### src/design/chroma_qp_table_builder_assert.svh
// Assertion macros shared by the chroma QP table builder modules.
// Synthesis builds see empty bodies.
`ifndef CHROMA_QP_TABLE_BUILDER_ASSERT_SVH
`define CHROMA_QP_TABLE_BUILDER_ASSERT_SVH

`ifndef SYNTHESIS

// The property must hold at every clock edge outside reset.
`define CQTB_ASSERT(lbl, clk, rst_n, prop) \
    lbl: assert property (@(posedge clk) disable iff (!rst_n) prop) \
        else $error("chroma QP table builder: assertion failed");

// The expression must never be true outside reset.
`define CQTB_NEVER(lbl, clk, rst_n, expr) \
    lbl: assert property (@(posedge clk) disable iff (!rst_n) !(expr)) \
        else $error("chroma QP table builder: forbidden condition seen");

`else

`define CQTB_ASSERT(lbl, clk, rst_n, prop)
`define CQTB_NEVER(lbl, clk, rst_n, expr)

`endif

`endif

### src/design/cqtb_pkg.sv
`timescale 1ns / 1ps

package cqtb_pkg;

    // Largest legal QP value and table index.
    localparam logic [5:0] QP_MAX           = 6'd63;
    localparam logic [5:0] PIVOT_ORIGIN_RST = 6'd26;

    // One pivot transaction.
    typedef struct packed {
        logic [5:0] step_minus_one;
        logic [5:0] diff_value;
        logic       last_point;
    } t_item;

    // One emitted table entry.
    typedef struct packed {
        logic [5:0] entry_index;
        logic [5:0] mapped_qp;
        logic       overflow_flag;
        logic       last_entry;
    } t_result;

    // Commands from the controller to the datapath.
    typedef struct packed {
        logic accept;
        logic new_run;
        logic init_step;
        logic piv_step;
        logic div_step;
        logic seg_step;
        logic tail_step;
        logic emit_step;
    } t_cmd;

    // Status from the datapath to the controller.
    typedef struct packed {
        logic init_done;
        logic cursor_full;
        logic div_done;
        logic seg_done;
        logic tail_done;
        logic emit_done;
    } t_status;

endpackage

### src/design/cqtb_ctrl.sv
`timescale 1ns / 1ps
`include "chroma_qp_table_builder_assert.svh"

module cqtb_ctrl (
    input  logic             i_clk,
    input  logic             i_rst_n,
    input  logic             start,
    input  logic             i_last_point,
    input  cqtb_pkg::t_status i_status,
    output logic             busy,
    output cqtb_pkg::t_cmd   o_cmd
);

    localparam logic [2:0] S_IDLE = 3'd0;
    localparam logic [2:0] S_INIT = 3'd1;
    localparam logic [2:0] S_PIV  = 3'd2;
    localparam logic [2:0] S_DIV  = 3'd3;
    localparam logic [2:0] S_SEG  = 3'd4;
    localparam logic [2:0] S_TAIL = 3'd5;
    localparam logic [2:0] S_EMIT = 3'd6;

    logic [2:0] r_state, n_state;
    logic       r_loading, n_loading;
    logic       r_last, n_last;

    // Next-state and command decode.
    always_comb begin
        n_state   = r_state;
        n_loading = r_loading;
        n_last    = r_last;
        o_cmd     = '0;
        unique case (r_state)
            S_IDLE: begin
                if (start) begin
                    o_cmd.accept  = 1'b1;
                    o_cmd.new_run = !r_loading;
                    n_loading     = 1'b1;
                    n_last        = i_last_point;
                    n_state       = r_loading ? S_PIV : S_INIT;
                end
            end
            S_INIT: begin
                o_cmd.init_step = 1'b1;
                if (i_status.init_done) begin
                    n_state = S_PIV;
                end
            end
            S_PIV: begin
                o_cmd.piv_step = 1'b1;
                if (i_status.cursor_full) begin
                    n_state = r_last ? S_TAIL : S_IDLE;
                end else begin
                    n_state = S_DIV;
                end
            end
            S_DIV: begin
                o_cmd.div_step = 1'b1;
                if (i_status.div_done) begin
                    n_state = S_SEG;
                end
            end
            S_SEG: begin
                o_cmd.seg_step = 1'b1;
                if (i_status.seg_done) begin
                    n_state = r_last ? S_TAIL : S_IDLE;
                end
            end
            S_TAIL: begin
                o_cmd.tail_step = 1'b1;
                if (i_status.tail_done) begin
                    n_state = S_EMIT;
                end
            end
            S_EMIT: begin
                o_cmd.emit_step = 1'b1;
                if (i_status.emit_done) begin
                    n_state   = S_IDLE;
                    n_loading = 1'b0;
                end
            end
            default: begin
                n_state = S_IDLE;
            end
        endcase
    end

    // State registers.
    always_ff @(posedge i_clk) begin
        if (!i_rst_n) begin
            r_state   <= S_IDLE;
            r_loading <= 1'b0;
            r_last    <= 1'b0;
        end else begin
            r_state   <= n_state;
            r_loading <= n_loading;
            r_last    <= n_last;
        end
    end

    assign busy = (r_state != S_IDLE);

    // A pivot that opens a run always fills the identity entries first.
    `CQTB_ASSERT(a_new_run_init, i_clk, i_rst_n, (r_state == S_IDLE && start && !r_loading) |=> (r_state == S_INIT))
    // The end of emission closes the run.
    `CQTB_ASSERT(a_emit_closes, i_clk, i_rst_n, (r_state == S_EMIT && i_status.emit_done) |=> (r_state == S_IDLE && !r_loading))
    // At most one datapath step is commanded per cycle.
    `CQTB_ASSERT(a_one_step, i_clk, i_rst_n, $onehot0({o_cmd.init_step, o_cmd.piv_step, o_cmd.div_step, o_cmd.seg_step, o_cmd.tail_step, o_cmd.emit_step}))

endmodule

### src/design/cqtb_dp.sv
`timescale 1ns / 1ps
`include "chroma_qp_table_builder_assert.svh"

module cqtb_dp (
    input  logic              i_clk,
    input  logic              i_rst_n,
    input  logic              i_cfg_we,
    input  logic [5:0]        i_cfg_data,
    input  cqtb_pkg::t_item   i_item,
    input  cqtb_pkg::t_cmd    i_cmd,
    output cqtb_pkg::t_status o_status,
    output cqtb_pkg::t_result o_result,
    output logic              o_strobe
);

    // Control registers.
    logic [5:0] r_pivot_origin;
    logic [6:0] r_cnt;
    logic [6:0] r_cursor;
    logic       r_ovf;
    logic [2:0] r_dcnt;
    logic       r_out_vld;

    // Payload registers.
    logic [5:0] r_step_m1;
    logic [5:0] r_w;
    logic [5:0] r_base;
    logic [5:0] r_dsh;
    logic [6:0] r_rem;
    logic [5:0] r_quo;
    logic [6:0] r_acc_r;
    logic [6:0] r_acc_q;
    logic [5:0] r_rd_data;
    logic [5:0] r_out_idx;
    logic       r_out_last;

    logic [5:0] r_mem [64];

    logic [6:0] step;
    logic [6:0] seg_end;
    logic [6:0] rem_sh;
    logic       div_ge;
    logic [6:0] sum_r;
    logic       carry;
    logic [6:0] q_nx;
    logic [7:0] v_raw;
    logic       v_sat;
    logic [5:0] v_clip;
    logic [5:0] tail_v;
    logic       wr_en;
    logic [5:0] wr_addr;
    logic [5:0] wr_data;

    assign step    = {1'b0, r_step_m1} + 7'd1;
    assign seg_end = r_cursor + step;

    // Restoring divide step for delta / step, one quotient bit per cycle.
    assign rem_sh = {r_rem[5:0], r_dsh[5]};
    assign div_ge = (rem_sh >= step);

    // Running quotient and remainder of (delta * k + step / 2) / step.
    assign sum_r  = r_acc_r + r_rem;
    assign carry  = (sum_r >= step);
    assign q_nx   = r_acc_q + {1'b0, r_quo} + {6'd0, carry};
    assign v_raw  = {2'b00, r_base} + {1'b0, q_nx};
    assign v_sat  = (v_raw > {2'b00, cqtb_pkg::QP_MAX});
    assign v_clip = v_sat ? cqtb_pkg::QP_MAX : v_raw[5:0];

    // Tail entries are the previous entry plus one, clipped.
    assign tail_v = (r_base == cqtb_pkg::QP_MAX) ? cqtb_pkg::QP_MAX : r_base + 6'd1;

    // Status back to the controller.
    always_comb begin
        o_status.init_done   = (r_cnt == {1'b0, r_pivot_origin});
        o_status.cursor_full = r_cursor[6];
        o_status.div_done    = (r_dcnt == 3'd5);
        o_status.seg_done    = r_cnt[6] || (r_cnt == seg_end);
        o_status.tail_done   = r_cnt[6] || (r_cnt == 7'd63);
        o_status.emit_done   = (r_cnt[5:0] == 6'd63);
    end

    // Table write port select.
    always_comb begin
        wr_en   = 1'b0;
        wr_addr = r_cnt[5:0];
        wr_data = r_cnt[5:0];
        if (i_cmd.init_step) begin
            wr_en = 1'b1;
        end else if (i_cmd.seg_step) begin
            wr_en   = !r_cnt[6];
            wr_data = v_clip;
        end else if (i_cmd.tail_step) begin
            wr_en   = !r_cnt[6];
            wr_data = tail_v;
        end
    end

    // Table memory with a registered read port.
    always_ff @(posedge i_clk) begin
        if (wr_en) begin
            r_mem[wr_addr] <= wr_data;
        end
        if (i_cmd.emit_step) begin
            r_rd_data <= r_mem[r_cnt[5:0]];
        end
    end

    // Control state: configuration, index counter, cursor, overflow, divide counter, output strobe.
    always_ff @(posedge i_clk) begin
        if (!i_rst_n) begin
            r_pivot_origin <= cqtb_pkg::PIVOT_ORIGIN_RST;
            r_cnt          <= '0;
            r_cursor       <= '0;
            r_ovf          <= 1'b0;
            r_dcnt         <= '0;
            r_out_vld      <= 1'b0;
        end else begin
            r_out_vld <= i_cmd.emit_step;
            if (i_cfg_we) begin
                r_pivot_origin <= i_cfg_data;
            end
            if (i_cmd.accept && i_cmd.new_run) begin
                r_cnt <= '0;
            end
            if (i_cmd.init_step) begin
                if (o_status.init_done) begin
                    r_cursor <= {1'b0, r_pivot_origin};
                    r_ovf    <= 1'b0;
                end else begin
                    r_cnt <= r_cnt + 7'd1;
                end
            end
            if (i_cmd.piv_step) begin
                r_cnt  <= r_cursor + 7'd1;
                r_dcnt <= '0;
                if (r_cursor[6]) begin
                    r_ovf <= 1'b1;
                end
            end
            if (i_cmd.div_step) begin
                r_dcnt <= r_dcnt + 3'd1;
            end
            if (i_cmd.seg_step) begin
                if (r_cnt[6]) begin
                    // Segment runs past the last index.
                    r_ovf    <= 1'b1;
                    r_cursor <= 7'd64;
                    r_cnt    <= 7'd65;
                end else begin
                    if (v_sat) begin
                        r_ovf <= 1'b1;
                    end
                    if (r_cnt == seg_end) begin
                        r_cursor <= seg_end;
                        r_cnt    <= seg_end + 7'd1;
                    end else begin
                        r_cnt <= r_cnt + 7'd1;
                    end
                end
            end
            if (i_cmd.tail_step) begin
                if (o_status.tail_done) begin
                    r_cnt <= '0;
                end else begin
                    r_cnt <= r_cnt + 7'd1;
                end
            end
            if (i_cmd.emit_step) begin
                r_cnt <= r_cnt + 7'd1;
            end
        end
    end

    // Payload: pivot fields, divider and interpolation accumulators, output entry.
    always_ff @(posedge i_clk) begin
        if (i_cmd.accept) begin
            r_step_m1 <= i_item.step_minus_one;
            r_w       <= i_item.step_minus_one ^ i_item.diff_value;
        end
        if (i_cmd.init_step && o_status.init_done) begin
            r_base <= r_pivot_origin;
        end
        if (i_cmd.piv_step) begin
            r_rem   <= '0;
            r_quo   <= '0;
            r_dsh   <= r_w;
            r_acc_q <= '0;
            r_acc_r <= {1'b0, step[6:1]};
        end
        if (i_cmd.div_step) begin
            r_rem <= div_ge ? rem_sh - step : rem_sh;
            r_quo <= {r_quo[4:0], div_ge};
            r_dsh <= {r_dsh[4:0], 1'b0};
        end
        if (i_cmd.seg_step && !r_cnt[6]) begin
            r_acc_q <= q_nx;
            r_acc_r <= carry ? sum_r - step : sum_r;
            if (r_cnt == seg_end) begin
                r_base <= v_clip;
            end
        end
        if (i_cmd.tail_step && !r_cnt[6]) begin
            r_base <= tail_v;
        end
        if (i_cmd.emit_step) begin
            r_out_idx  <= r_cnt[5:0];
            r_out_last <= (r_cnt[5:0] == 6'd63);
        end
    end

    // Result transaction.
    always_comb begin
        o_result.entry_index   = r_out_idx;
        o_result.mapped_qp     = r_rd_data;
        o_result.overflow_flag = r_ovf;
        o_result.last_entry    = r_out_last;
    end
    assign o_strobe = r_out_vld;

    // The cursor never passes one beyond the last index.
    `CQTB_NEVER(a_cursor_range, i_clk, i_rst_n, r_cursor > 7'd64)
    // Entries after the first are emitted in consecutive cycles.
    `CQTB_ASSERT(a_emit_burst, i_clk, i_rst_n, (r_out_vld && r_out_idx != 6'd0) |-> $past(r_out_vld))
    // Interpolation remainders stay below the step.
    `CQTB_ASSERT(a_rem_bound, i_clk, i_rst_n, (i_cmd.seg_step && !r_cnt[6]) |-> (r_acc_r < step && r_rem < step))

endmodule

### src/design/chroma_qp_table_builder.sv
`timescale 1ns / 1ps
// Channel     Handshake                     Payload
// pivot in    start high, busy low          i_item (cqtb_pkg::t_item)
// entry out   o_strobe, one cycle each      o_result (cqtb_pkg::t_result)
// config      i_cfg_we                      i_cfg_data (pivot origin QP)
//
// A pivot keeps busy high for the pivot step, the divide and the segment fill (only the pivot
// step when the cursor is already at 64), plus the identity fill when it opens a run.
// A last pivot adds the tail fill (at least one step) and the emission of all 64 entries,
// one table entry per cycle from the table memory's registered read port.
// Reset is synchronous, loads the pivot origin with 26 and ends any run in progress.
// Results cannot be stalled; busy falls in the cycle the last entry is on the outputs.

module chroma_qp_table_builder (
    input  logic              i_clk,
    input  logic              i_rst_n,
    input  logic              start,
    output logic              busy,
    input  cqtb_pkg::t_item   i_item,
    output cqtb_pkg::t_result o_result,
    output logic              o_strobe,
    input  logic              i_cfg_we,
    input  logic [5:0]        i_cfg_data
);

    cqtb_pkg::t_cmd    cmd;
    cqtb_pkg::t_status status;

    // Sequencer for the run phases.
    cqtb_ctrl u_ctrl (
        .i_clk        (i_clk),
        .i_rst_n      (i_rst_n),
        .start        (start),
        .i_last_point (i_item.last_point),
        .i_status     (status),
        .busy         (busy),
        .o_cmd        (cmd)
    );

    // Table memory, divider and interpolation datapath.
    cqtb_dp u_dp (
        .i_clk      (i_clk),
        .i_rst_n    (i_rst_n),
        .i_cfg_we   (i_cfg_we),
        .i_cfg_data (i_cfg_data),
        .i_item     (i_item),
        .i_cmd      (cmd),
        .o_status   (status),
        .o_result   (o_result),
        .o_strobe   (o_strobe)
    );

endmodule

### config.mk
export PLATFORM = sky130hd
export DESIGN_NAME = chroma_qp_table_builder
export DESIGN_NICKNAME = d
export VERILOG_FILES = /design/src/design/cqtb_pkg.sv /design/src/design/cqtb_ctrl.sv /design/src/design/cqtb_dp.sv /design/src/design/chroma_qp_table_builder.sv
export VERILOG_INCLUDE_DIRS = /design/src /design/src/design
export SDC_FILE = /design/constraint.sdc
export NUM_CORES = 1
export LEC_CHECK = 0
export ABC_AREA = 1
export BUFFER_PORTS_ARGS = -buffer_cell sky130_fd_sc_hd__buf_2
export CAP_MARGIN = 5
export CORE_ASPECT_RATIO = 0.8
export CORE_MARGIN = 1
export CORE_UTILIZATION = 45
export DETAILED_ROUTE_END_ITERATION = 7
export SETUP_SLACK_MARGIN = 0.5
export SYNTH_ARGS = -nofsm -noshare
export SYNTH_HDL_FRONTEND = slang
export SYNTH_HIERARCHICAL = 1
export SYNTH_SLANG_ARGS = --single-unit
### constraint.sdc
create_clock -name i_clk -period 11.3 [get_ports i_clk]
set_input_delay 1.13 -clock i_clk [delete_from_list [all_inputs] [get_ports i_clk]]
set_output_delay 1.13 -clock i_clk [all_outputs]
set_load 0.005 [all_outputs]
==> results of run 1 <==
-- Yosys cell counts, drive strengths merged --
master / count / share of area (%)
nand2: 451 / 8.1
edfxtp: 441 / 62
inv: 181 / 3.2
nor2: 169 / 3.2
nand3: 87 / 2.2
o21ai: 83 / 1.9
a21oi: 71 / 1.7
a22oi: 60 / 2.1
nand4: 53 / 1.6
ha: 44 / 2.6
buf: 38 / 1.0
dfxtp: 37 / 3.5
a221oi: 30 / 1.2
xor2: 30 / 1.2
clkbuf: 25 / 0.44
nor3: 17 / 0.47
xnor2: 15 / 0.61
a22o: 11 / 0.45
o211ai: 10 / 0.35
and3: 9 / 0.26
a211oi: 7 / 0.27
fa: 7 / 0.66
o2bb2ai: 5 / 0.20
or2: 5 / 0.15
nand3b: 3 / 0.11
o22ai: 3 / 0.088
a21o: 2 / 0.070
a31o: 2 / 0.082
clkinv: 2 / 0.035
o2111ai: 2 / 0.082
o31ai: 2 / 0.070
and2: 1 / 0.029
nor3b: 1 / 0.035
nor4: 1 / 0.029
o2111a: 1 / 0.053
o21bai: 1 / 0.035
o32ai: 1 / 0.041
o41ai: 1 / 0.041
-- worst max-delay path by stage --
stage | startpoint | end | slack, ns | cells after the start
floorplan | u_dp/r_rem[0] | u_dp/r_mem[0][0] | 4.25 | 29
detailed placement | u_dp/r_rem[0] | u_dp/r_mem[7][5] | 4.50 | 32
finish | u_dp/r_rem[0] | u_dp/r_mem[40][5] | 4.35 | 32
global placement | u_dp/r_rem[0] | u_dp/r_mem[0][5] | 4.70 | 32
global route | u_dp/r_rem[0] | u_dp/r_mem[40][5] | 3.95 | 32
CTS | u_dp/r_rem[0] | u_dp/r_mem[40][5] | 4.46 | 32
-- layout make-up --
type / instances / area share (%)
Tap cell: 620 / 3.25
Antenna cell: 1 / 0.0105
Multi-Input combinational cell: 1185 / 27.1
Sequential cell: 478 / 58.5
Clock buffer: 65 / 5.72
Timing Repair Buffer: 58 / 1.42
Clock inverter: 26 / 1.04
Inverter: 183 / 2.88
-- stage by stage --
stage	setup WS [ns]	hold slack [ns]	power [uW]	std cells	area (um^2)
after floorplan	4.25	0.403	4280	1909	21400
final	4.35	0.480	6710	2616	23900
after CTS	4.46	0.479	6730	2615	23900
after global placement	4.70	0.464	5040	2524	22300
after detailed placement	4.50	0.471	5090	2524	22300
after global routing	3.95	0.506	7080	2615	23900
-- critical path: cells and delay by family (launching register included) --
kind	cells	cell delay (ns)
AOI/OAI and AO/OA	7	0.98
buffers and inverters	5	0.80
and+or+nand+nor	12	1.84
xor gates and xnor gates	2	0.34
DFF	1	0.43
adders and majority gates	6	2.16
-- where the power goes --
group / leakage [uW] / switching, uW / internal [uW]
logic: 0.00369 / 1790 / 745
clock network: 0.000782 / 687 / 943
registers: 0.00436 / 103 / 2440
total: 0.00884 / 2580 / 4130
-- placed cells by master, fill, tap and decap left out, types with 20 or more instances in the layout --
cell,instances
sky130_fd_sc_hd__xor2_1,30
sky130_fd_sc_hd__ha_1,44
sky130_fd_sc_hd__o21ai_0,71
sky130_fd_sc_hd__nor2_1,159
sky130_fd_sc_hd__a21oi_1,70
sky130_fd_sc_hd__nand4_1,53
sky130_fd_sc_hd__dfxtp_1,37
sky130_fd_sc_hd__a22oi_1,60
sky130_fd_sc_hd__nand2_1,441
sky130_fd_sc_hd__edfxtp_1,441
sky130_fd_sc_hd__nand3_1,82
sky130_fd_sc_hd__inv_1,170
sky130_fd_sc_hd__clkbuf_16,50
sky130_fd_sc_hd__a221oi_1,30
sky130_fd_sc_hd__buf_2,38
sky130_fd_sc_hd__buf_4,20
-- sequential cells by signal, indices dropped and copies added, names as in the netlist, 6 cells and up --
signal	count
u_dp/r_out_idx	6
u_dp/r_mem	384
u_dp/r_cnt	7
u_dp/r_acc_q	7
u_dp/r_step_m1	6
u_dp/r_base	6
u_dp/r_dsh	6
u_dp/r_rd_data	6
u_dp/r_cursor	7
u_dp/r_quo	6
u_dp/r_w	6
u_dp/r_acc_r	7
u_dp/r_pivot_origin	6
u_dp/r_rem	7
-- cell families (layout without fill, tap and decap cells) --
| group | Yosys count | in the layout |
|---|---|---|
| AO/OA/AOI/OAI | 292 | 292 |
| XOR/XNOR | 45 | 45 |
| adder cells (fa/ha/maj) | 51 | 51 |
| buffers and inverters | 246 | 332 |
| flip-flops | 478 | 478 |
| other | 0 | 1 |
| AND/OR/NAND/NOR | 797 | 797 |
-- metal layers --
layer  global-route usage (%)  wire length (um)  share of wire (%)  up-vias
li1                         -                 -                  -     6846
met2                     32.3             23100                 42      592
met5                        0                 0                  0        -
met1                     35.9             26300                 48     7146
met4                     5.59               921                1.7        0
met3                     4.93              4740                8.6       69
==> parameters.txt, run 1 <==
Parameter                              Value

Timing
  Top achievable clock speed ... 0.144 GHz
  Final-report setup violation count ... 0
  Clock Skews ... 0.0194 ns
  Final total negative setup slack ... 0 ns
  Final Hold Violating Endpoints ... 0
  Relative slew slack ... 23.4%
  Unrepaired setup endpoints after global routing ... false
  Min Tclk post-route ... 6.95 ns
  Slew @ Worst Pin ... 1.14 ns
  Number of max-slew violations in the final report ... 0
  Final period util ... 61.5%

Clock tree
  Clock tree from TritonCTS ... yes
  Hold_buf cts ... 0
  Clock-pin slew of the registers on the worst-case setup and hold paths ... 0.06 ns
  Count of buffers added by post-CTS timing repair for setup ... 0
  Maximum count of clock buffers along a single path ... 3
  Resized cells post-CTS ... 0
  Count of clock tree sinks ... 478
  Clk root buf ... sky130_fd_sc_hd__clkbuf_16
  Total number of H-tree levels ... 2
  Clock network latency to the later pin of the worst-skew pair ... 0.60 ns
  Number of buffers created by CTS ... 49

Setup path
  Kind of launch point of the worst setup path ... register
  Setup crit end kind ... register
  Worst path slowest cell ... sky130_fd_sc_hd__fa_1
  End of the worst register-to-register path ... u_dp/r_mem[40][5]
  Highest fanout seen on the critical path ... 64
  Reg2reg path depth ... 32
  Data arrival, critical path ... 7.19 ns
  Worst reg2reg path startpoint ... u_dp/r_rem[0]
  Startpoint-to-endpoint class of the critical path ... reg -> reg
  Delay of the slowest cell on the worst path ... 0.46 ns
  Required time of the critical path ... 11.54 ns
  Cell repeated most along the worst path ... sky130_fd_sc_hd__nand2_1
  Worst R2R Setup Slack ... 4.35 ns

Synthesis
  Post-synthesis cell count ... 1909
  Average footprint of a synthesized cell ... 11.2 um^2
  Area share of and/or/nand/nor cells after synthesis ... 16.1%
  Number of library cell types mapped by synthesis ... 54
  Number of synthesized register bits ... 478
  Share of the yosys chip area belonging to registers ... 65.4%
  Post-Synthesis Net Count ... 1983
  Area share of fa/ha/maj cells after synthesis ... 3.23%
  Portion of netlist area occupied by mux cells ... 0%
  Synthesized cell area ... 21400 um^2
  Number of warning messages in the yosys log ... 6
  XOR/XNOR Fraction of Synth Area ... 1.84%
  Synthesized-area fraction occupied by ao, oa, aoi and oai cells ... 8.80%
  Combinational family with the most area after synthesis ... simple AND/OR/NAND/NOR gates

Final layout
  Area added between synthesis and finish ... 11.7%
  Finished Core Util ... 50.9%
  Count of nets after finishing ... 2029
  Reg area ... 14000 um^2
  Fraction of layout instances using a drive strength above 1 ... 9.02%
  Number of fill cells in the layout ... 4138
  Area of the multi-input gates ... 6480 um^2

Power
  Ratio of total power to cell area ... 281 nW/um^2
  Maximum vdd ir drop ... 0.212 mV
  Standby leakage power ... 0.00884 uW

Floorplan
  Vertical extent of the die ... 197 um
  Starting utilization of the core area ... 45.6%
  Full die area ... 48400 um^2
  Ports placed on the boundary ... 39
  Placement row count ... 71
  Area inside the core boundary ... 46900 um^2
  Die X-Extent ... 246 um

Detailed routing
  Remaining number of nets flagged by the antenna check after routing ... 0
  DR vias/cell ... 5.60
  Wirelength per Cell ... 21.0 um
  Total number of vias ... 14700
  Total wire length ... 55000 um
  DRC violation total after the first TritonRoute iteration ... 1621
  Number of DRC violations after detailed routing ... 0
  Number of detailed-route iterations in the first pass ... 5

GRT
  Wire length of the first global-routing pass ... 83700 um
  Global-route total usage across every layer ... 23.0%
  Overflow after GRT ... 0
  Vias in the first global route ... 13800
  Pin count of the biggest net entering global routing ... 65
  Initial antenna violation count ... 0

Hold path
  Class of the most critical hold timing path ... reg -> reg
  Hold wc startpoint ... u_dp/r_dsh[0]
  Depth of the worst hold-timing path ... 2
  Terminating pin of the worst hold path ... u_dp/r_dsh[0]

Job
  MaxCap Viol Count ... 0

Place
  Final HPWL DP ... 35500 um
  Final weighted congestion in routability-driven placement ... 0.859
  Port bufs ... 38

Outcome
  Run status ... finished, final reports clean
Power figures use the tool's default switching activity.
==> run 2, diff against run 1 <==
--- a/config.mk
+++ b/config.mk
@@ -6,7 +6,7 @@
 export SDC_FILE = /design/constraint.sdc
 export NUM_CORES = 1
 export LEC_CHECK = 0
-export ABC_AREA = 1
+export ABC_AREA = 0
 export BUFFER_PORTS_ARGS = -buffer_cell sky130_fd_sc_hd__buf_2
 export CAP_MARGIN = 5
 export CORE_ASPECT_RATIO = 0.8
==> constraint.sdc (replaced) <==
create_clock -name i_clk -period 6.25 [get_ports i_clk]
set_input_delay 0.625 -clock i_clk [delete_from_list [all_inputs] [get_ports i_clk]]
set_output_delay 0.625 -clock i_clk [all_outputs]
set_load 0.005 [all_outputs]
==> run 2 against run 1 <==
  * First-iteration DRC count increased by 6.4%
  * Hold slack worse by 0.23 ns
  * Sequential power grew 55%
  * Largest power group unchanged
  * Die area is 2.6% higher
  * Global-route usage increased by 1.0 points
  * Critical path depth shrank 8
  * Critical endpoint is now u_dp/r_mem[40][1]
  * Routed wire length rose by 10%
  * Register-to-register slack worse by 3.8 ns
  * Via count fell by 2.7%
  * Setup slack got worse by 3.8 ns
==> parameters.txt, run 2 <==
Parameter                              Value

Outcome
  Run status ... finished, final reports clean

Setup path
  Setup crit end kind ... register
  Number of buffers and inverters on the critical path ... 3
  Required time of the critical path ... 6.69 ns
  Reg2reg path depth ... 24
  Delay of the slowest cell on the worst path ... 0.44 ns
  Cell-by-cell listing of the critical path ... ha_1 -> a21o_1 -> a21oi_1 -> o21ai_0 -> a21oi_1 -> xnor2_1 -> ha_1 -> or3_4 -> o21a_4 -> nand2_8 -> fa_2 -> fa_2 -> xnor2_4 -> ha_4 -> nor2b_4 -> o21a_1 -> o21a_4 -> o2111ai_1 -> o31a_1 -> buf_12 -> nor2_4 -> a222oi_1 -> buf_4 -> clkbuf_16
  Stages on worst setup path ... 24
  Worst R2R Setup Slack ... 0.59 ns
  Startpoint-to-endpoint class of the critical path ... reg -> reg
  Highest fanout seen on the critical path ... 16
  Cell family with the largest share of critical-path delay ... compound AO/OA/AOI/OAI gates
  Data arrival, critical path ... 6.10 ns
  Kind of launch point of the worst setup path ... register
  Worst path slowest cell ... sky130_fd_sc_hd__fa_2

Floorplan
  Ports placed on the boundary ... 39
  Vertical extent of the die ... 199 um
  Placement row count ... 71
  Die X-Extent ... 249 um
  Full die area ... 49600 um^2
  Area inside the core boundary ... 47500 um^2
  Starting utilization of the core area ... 46.2%

Place
  DP Area ... 22800 um^2
  Port bufs ... 38
  Final weighted congestion in routability-driven placement ... 0.865
  Final HPWL DP ... 38000 um
  Worst setup slack after placement ... 0.167 ns

Synthesis
  Cell type with the largest total area after synthesis ... sky130_fd_sc_hd__edfxtp_1
  Top cells by area in the synthesized netlist ... sky130_fd_sc_hd__edfxtp_1 (60%), sky130_fd_sc_hd__mux2i_1 (3.8%), sky130_fd_sc_hd__dfxtp_1 (3.4%)
  Most used flip-flop cell after synthesis ... sky130_fd_sc_hd__edfxtp_1
  Most frequently used cell type in the post-synthesis netlist ... sky130_fd_sc_hd__edfxtp_1
  Post-Synthesis Net Count ... 1671
  Number of synthesized register bits ... 478
  Synth top area share ... 60.4%
  Post-synthesis cell count ... 1597
  FFs w/ async S/R, synth ... 0%
  Synthesized cell area ... 21900 um^2
  Count of flip-flops with a built-in enable after synthesis ... 441
  Number of library cell types mapped by synthesis ... 81
  Most frequent cells after synthesis ... sky130_fd_sc_hd__edfxtp_1 (441), sky130_fd_sc_hd__nor2_1 (157), sky130_fd_sc_hd__mux2i_1 (83)
  Number of warning messages in the yosys log ... 6
  Share of the yosys chip area belonging to registers ... 63.7%
  Average footprint of a synthesized cell ... 13.7 um^2

Timing
  Slew @ Worst Pin ... 1.11 ns
  Final-report setup violation count ... 0
  Clock Skews ... 0.0306 ns
  Relative slew slack ... 25.9%
  Final total negative setup slack ... 0 ns
  Unrepaired setup endpoints after global routing ... true
  Top achievable clock speed ... 0.177 GHz
  Min Tclk post-route ... 5.66 ns
  Number of max-slew violations in the final report ... 0
  Final Hold Violating Endpoints ... 0
  Crit path setup slack, layout ... 0.592 ns
  Final period util ... 90.5%

Final layout
  Most common library cell in the layout ignoring fill and taps ... sky130_fd_sc_hd__edfxtp_1
  Finished Core Util ... 52.5%
  Fraction of layout instances using a drive strength above 1 ... 16.6%
  Commonest non-fill, non-tap cells in the layout ... sky130_fd_sc_hd__edfxtp_1 (441), sky130_fd_sc_hd__nor2_1 (153), sky130_fd_sc_hd__mux2i_1 (83), sky130_fd_sc_hd__a21oi_1 (80), sky130_fd_sc_hd__nand2_1 (77)
  Count of nets after finishing ... 1724
  Diodes inserted ... 0
  Number of fill cells in the layout ... 3933
  Area added between synthesis and finish ... 13.7%
  Final instance area ... 24900 um^2
  Most flops, register ... u_dp/r_mem
  Largest register FFs ... 384

Job
  MaxCap Viol Count ... 0

Power
  Final Power ... 9430 uW
  Standby leakage power ... 0.00853 uW
  Ratio of total power to cell area ... 378 nW/um^2
  Maximum vdd ir drop ... 0.224 mV

Clock tree
  Total number of H-tree levels ... 2
  Clock tree from TritonCTS ... yes
  Maximum count of clock buffers along a single path ... 3
  Clock network latency to the later pin of the worst-skew pair ... 0.59 ns
  Count of clock tree sinks ... 478
  Clock-pin slew of the registers on the worst-case setup and hold paths ... 0.06 ns
  Number of buffers created by CTS ... 47
  Hold_buf cts ... 0
  Clk root buf ... sky130_fd_sc_hd__clkbuf_16

Hold path
  Depth of the worst hold-timing path ... 3
  Class of the most critical hold timing path ... in -> reg

Detailed routing
  Wirelength per Cell ... 26.4 um
  DRC violation total after the first TritonRoute iteration ... 1724
  Number of DRC violations after detailed routing ... 0
  Number of detailed-route iterations in the first pass ... 6
  Total number of vias ... 14300
  Remaining number of nets flagged by the antenna check after routing ... 0
  Total wire length ... 60700 um
  DR vias/cell ... 6.19

GRT
  Wire length of the first global-routing pass ... 88600 um
  Vias in the first global route ... 13500
  Pin count of the biggest net entering global routing ... 82
  Initial antenna violation count ... 2
  Overflow after GRT ... 0
  Global-route total usage across every layer ... 24.0%
run 2: cell count changes after synthesis, moves of 22 or more:
cell and delta:
sky130_fd_sc_hd__a22oi_1 -39, sky130_fd_sc_hd__nor2b_1 +22, sky130_fd_sc_hd__mux4_2 +29, sky130_fd_sc_hd__nand4_1 -47
sky130_fd_sc_hd__nand2_1 -363, sky130_fd_sc_hd__inv_1 -117, sky130_fd_sc_hd__mux2i_1 +83, sky130_fd_sc_hd__nand3_1 -57
sky130_fd_sc_hd__o22ai_1 +25, sky130_fd_sc_hd__mux2_2 +34, sky130_fd_sc_hd__o21ai_0 -30
run 2: worst paths after layout:
check            startpoint                endpoint
max           u_dp/r_rem[1]       u_dp/r_mem[40][1]
min           i_cfg_data[1]  u_dp/r_pivot_origin[1]
max reg2reg   u_dp/r_rem[1]       u_dp/r_mem[40][1]
min reg2reg  u_dp/r_dcnt[2]          u_dp/r_dcnt[2]
run 2: power breakdown:
group,internal [uW],switching [uW]
clock,1600,1200
sequential,3750,198
combinational,1050,1640
total,6390,3040
run 2: tightest hold or removal path: stages:
cell                      delay [ns]
sky130_fd_sc_hd__buf_2          0.08
sky130_fd_sc_hd__mux2i_1        0.05
sky130_fd_sc_hd__nand2_1        0.06
run 2: cell families (layout without fill, tap and decap cells):
logic type / Yosys count / in the layout / synth area share [%]
flops: 478 / 478 / 63.7
mux: 147 / 147 / 8.58
xor+xnor: 56 / 56 / 2.46
simple gates: 378 / 379 / 8.17
compound gates: 340 / 341 / 10.8
buf+inv: 147 / 230 / 3.10
fa+ha+maj: 51 / 51 / 3.15
run 2: stage by stage:
step / hold slack (ns) / instances
3_3_place_gp: 0.467 / 2192
3_5_place_dp: 0.482 / 2192
2_1_floorplan: 0.406 / 1597
4_1_cts: 0.227 / 2282
5_1_grt: 0.254 / 2302
6_report: 0.254 / 2302
run 2: final cells by class:
class | count | area, um^2 | share of cell area (%)
Clock buffer | 58 | 1230 | 4.92
Clock inverter | 23 | 250 | 1.00
Inverter | 54 | 203 | 0.812
Multi-Input combinational cell | 974 | 7620 | 30.5
Sequential cell | 478 | 14000 | 56.1
Tap cell | 620 | 776 | 3.11
Timing Repair Buffer | 95 | 877 | 3.52
run 2: routing by layer:
metal,share of wire (%),track usage [%],up-vias
met1,46,36.4,7163
met5,0.031,0,-
li1,-,-,6273
met4,2.0,6.14,2
met2,42,35.1,714
met3,9.8,4.86,102
run 2: repair_timing:
action / 4_1_cts / 5_1_grt
setup endpoints to repair: 384 / 386
cloned: 3 / 9
buffers inserted: 6 / 11
pin swaps: 7 / 14
resized for setup: 16 / 34
==> run 3, diff against run 2 <==
==> constraint.sdc (replaced) <==
create_clock -name i_clk -period 5.6 [get_ports i_clk]
set_input_delay 0.56 -clock i_clk [delete_from_list [all_inputs] [get_ports i_clk]]
set_output_delay 0.56 -clock i_clk [all_outputs]
set_load 0.005 [all_outputs]
==> run 3 against run 2 <==
  * The run now ends with negative setup slack left
  * First-iteration DRC count shrank 0.87%
  * Final cell count up 1.7%
  * Utilization up 0.88 points
  * Routed wire length increased by 2.3%
  * Global-route usage is 0.36 points higher
  * Via count is 1.1% higher
  * Register-to-register slack got worse by 0.63 ns
  * Largest power group unchanged
  * Cell area up 1.7%
  * Hold slack worse by 0.077 ns
  * Sequential share of layout area down 0.93 points
  * Power is 14% higher
  * Clock-buffer cell count down 5
==> parameters.txt, run 3 (synthesis results as in run 2) <==
Parameter                              Value

Outcome
  Run status ... finished, violations left
  Violations in the final reports ... negative setup slack

Floorplan
  Area inside the core boundary ... 47500 um^2
  Vertical extent of the die ... 199 um
  Placement row count ... 71
  Ports placed on the boundary ... 39
  Die X-Extent ... 249 um
  Starting utilization of the core area ... 46.2%
  Full die area ... 49600 um^2

Detailed routing
  DRC violation total after the first TritonRoute iteration ... 1709
  Wirelength per Cell ... 26.5 um
  Total number of vias ... 14400
  Number of detailed-route iterations in the first pass ... 5
  DR vias/cell ... 6.16
  Number of DRC violations after detailed routing ... 0
  Total wire length ... 62100 um
  Remaining number of nets flagged by the antenna check after routing ... 0

Final layout
  Cell Count, Final, Fillers Out ... 2340
  Commonest non-fill, non-tap cells in the layout ... sky130_fd_sc_hd__edfxtp_1 (441), sky130_fd_sc_hd__nor2_1 (153), sky130_fd_sc_hd__mux2i_1 (83), sky130_fd_sc_hd__a21oi_1 (79), sky130_fd_sc_hd__nand2_1 (77)
  Count of nets after finishing ... 1755
  Area added between synthesis and finish ... 15.6%
  Most flops, register ... u_dp/r_mem
  Most common library cell in the layout ignoring fill and taps ... sky130_fd_sc_hd__edfxtp_1
  Diodes inserted ... 0
  Largest register FFs ... 384
  Final instance area ... 25400 um^2
  Fraction of layout instances using a drive strength above 1 ... 18.8%

Hold path
  Class of the most critical hold timing path ... in -> reg

Power
  Switching power as a share of total power ... 31.9%
  Standby leakage power ... 0.00878 uW
  Ratio of total power to cell area ... 422 nW/um^2
  Maximum vdd ir drop ... 0.211 mV
  Fraction of power consumed by sequential logic ... 40.8%
  Internal cell power ... 7290 uW
  Part of the total power dissipated in the clock network ... 30.7%
  Sw Pwr ... 3420 uW
  Proportion of power drawn by combinational gates ... 28.5%

Place
  Port bufs ... 38
  DP Area ... 23100 um^2
  Worst setup slack after placement ... -0.0107 ns
  Final weighted congestion in routability-driven placement ... 0.886
  Final HPWL DP ... 39100 um
  # placed instances ... 2217

GRT
  Wire length of the first global-routing pass ... 89200 um
  Vias in the first global route ... 13600
  Pin count of the biggest net entering global routing ... 65
  Global-route total usage across every layer ... 24.4%
  Initial antenna violation count ... 0
  Overflow after GRT ... 0

Timing
  Min Hold Slack ... 0.177 ns
  Final period util ... 101%
  Number of max-slew violations in the final report ... 0
  Slew @ Worst Pin ... 1.03 ns
  Unrepaired setup endpoints after global routing ... true
  Crit path setup slack, layout ... -0.0348 ns
  Final Hold Violating Endpoints ... 0
  Clock Skews ... 0.0279 ns
  Min Tclk post-route ... 5.63 ns
  Final-report setup violation count ... 65
  Top achievable clock speed ... 0.177 GHz
  Relative slew slack ... 31.1%

Setup path
  Setup crit end kind ... register
  Required time of the critical path ... 6.06 ns
  Delay of the slowest cell on the worst path ... 0.49 ns
  Startpoint-to-endpoint class of the critical path ... reg -> reg
  Number of buffers and inverters on the critical path ... 4
  Data arrival, critical path ... 6.09 ns
  Highest fanout seen on the critical path ... 6
  Worst path slowest cell ... sky130_fd_sc_hd__fa_2
  Kind of launch point of the worst setup path ... register
  Cell family with the largest share of critical-path delay ... adder cells

Clock tree
  Maximum count of clock buffers along a single path ... 3
  Clock tree from TritonCTS ... yes
  Number of buffers created by CTS ... 48
  Total number of H-tree levels ... 2
  Clk root buf ... sky130_fd_sc_hd__clkbuf_16
  Count of clock tree sinks ... 478
  Clock network latency to the later pin of the worst-skew pair ... 0.60 ns
  Hold_buf cts ... 0
  Clock-pin slew of the registers on the worst-case setup and hold paths ... 0.06 ns

Job
  MaxCap Viol Count ... 0
-- run 3: changes by cell type in the layout (fill, tap and decap cells not counted), moves of 3 or more --
cell                        delta
sky130_fd_sc_hd__buf_12        +5
sky130_fd_sc_hd__buf_16        +3
sky130_fd_sc_hd__nor2_4        -3
sky130_fd_sc_hd__inv_2         +3
sky130_fd_sc_hd__buf_4        +23
sky130_fd_sc_hd__clkbuf_16     +3
sky130_fd_sc_hd__clkbuf_1      -5
sky130_fd_sc_hd__buf_6         -3
sky130_fd_sc_hd__clkinv_2      +6
-- run 3: metrics by stage --
step / setup TNS, ns / utilization (%) / total power [uW]
global placement: 0 / 48.6 / 7110
global route: -90.25 / 53.4 / 11100
floorplan: -562.84 / - / 6170
CTS: 0 / 52.6 / 10500
detailed placement: -0.278 / 48.6 / 7150
finish: -0.882 / 53.4 / 10700
-- run 3: final timing paths --
path / startpoint / endpoint / slack [ns] / depth (start not counted)
worst max-delay path: u_dp/r_rem[0] / u_dp/r_mem[40][1] / -0.03 / 26
worst min register to register: u_dp/r_w[0] / u_dp/r_dsh[0] / 0.49 / 2
worst min-delay path: i_item[9] / u_dp/r_step_m1[2] / 0.18 / 1
worst max register to register: u_dp/r_rem[0] / u_dp/r_mem[40][1] / -0.03 / 26
-- run 3: power by group through the flow --
stage	Combinational, uW	Clock [uW]	Sequential, uW
6_report	3050	3290	4370
5_1_grt	3250	3470	4380
4_1_cts	2840	3340	4360
3_5_place_dp	2710	0	4440
3_3_place_gp	2680	0	4440
2_1_floorplan	1860	0	4310
-- run 3: area by class of cell --
cell class | instances | area, um^2
multi-input combinational | 972 | 7510
fill | 3863 | 22200
tap | 620 | 776
inverter | 54 | 203
timing repair buffer | 127 | 1280
sequential | 478 | 14000
clock buffer | 53 | 1220
clock inverter | 36 | 384
-- run 3: routing by layer --
metal	up-vias	global-route usage, %	part of all wire, %
met2	756	35.2	42
met4	0	6.42	2.4
met5	-	0	0
li1	6326	-	-
met1	7221	36.4	44
met3	111	6.10	11
-- run 3: repair_timing --
item | in CTS | in global routing
setup buffers | 13 | 7
setup endpoints to repair | 391 | 391
cloned | 4 | 10
pin swaps | 6 | 8
gates resized for setup | 18 | 26
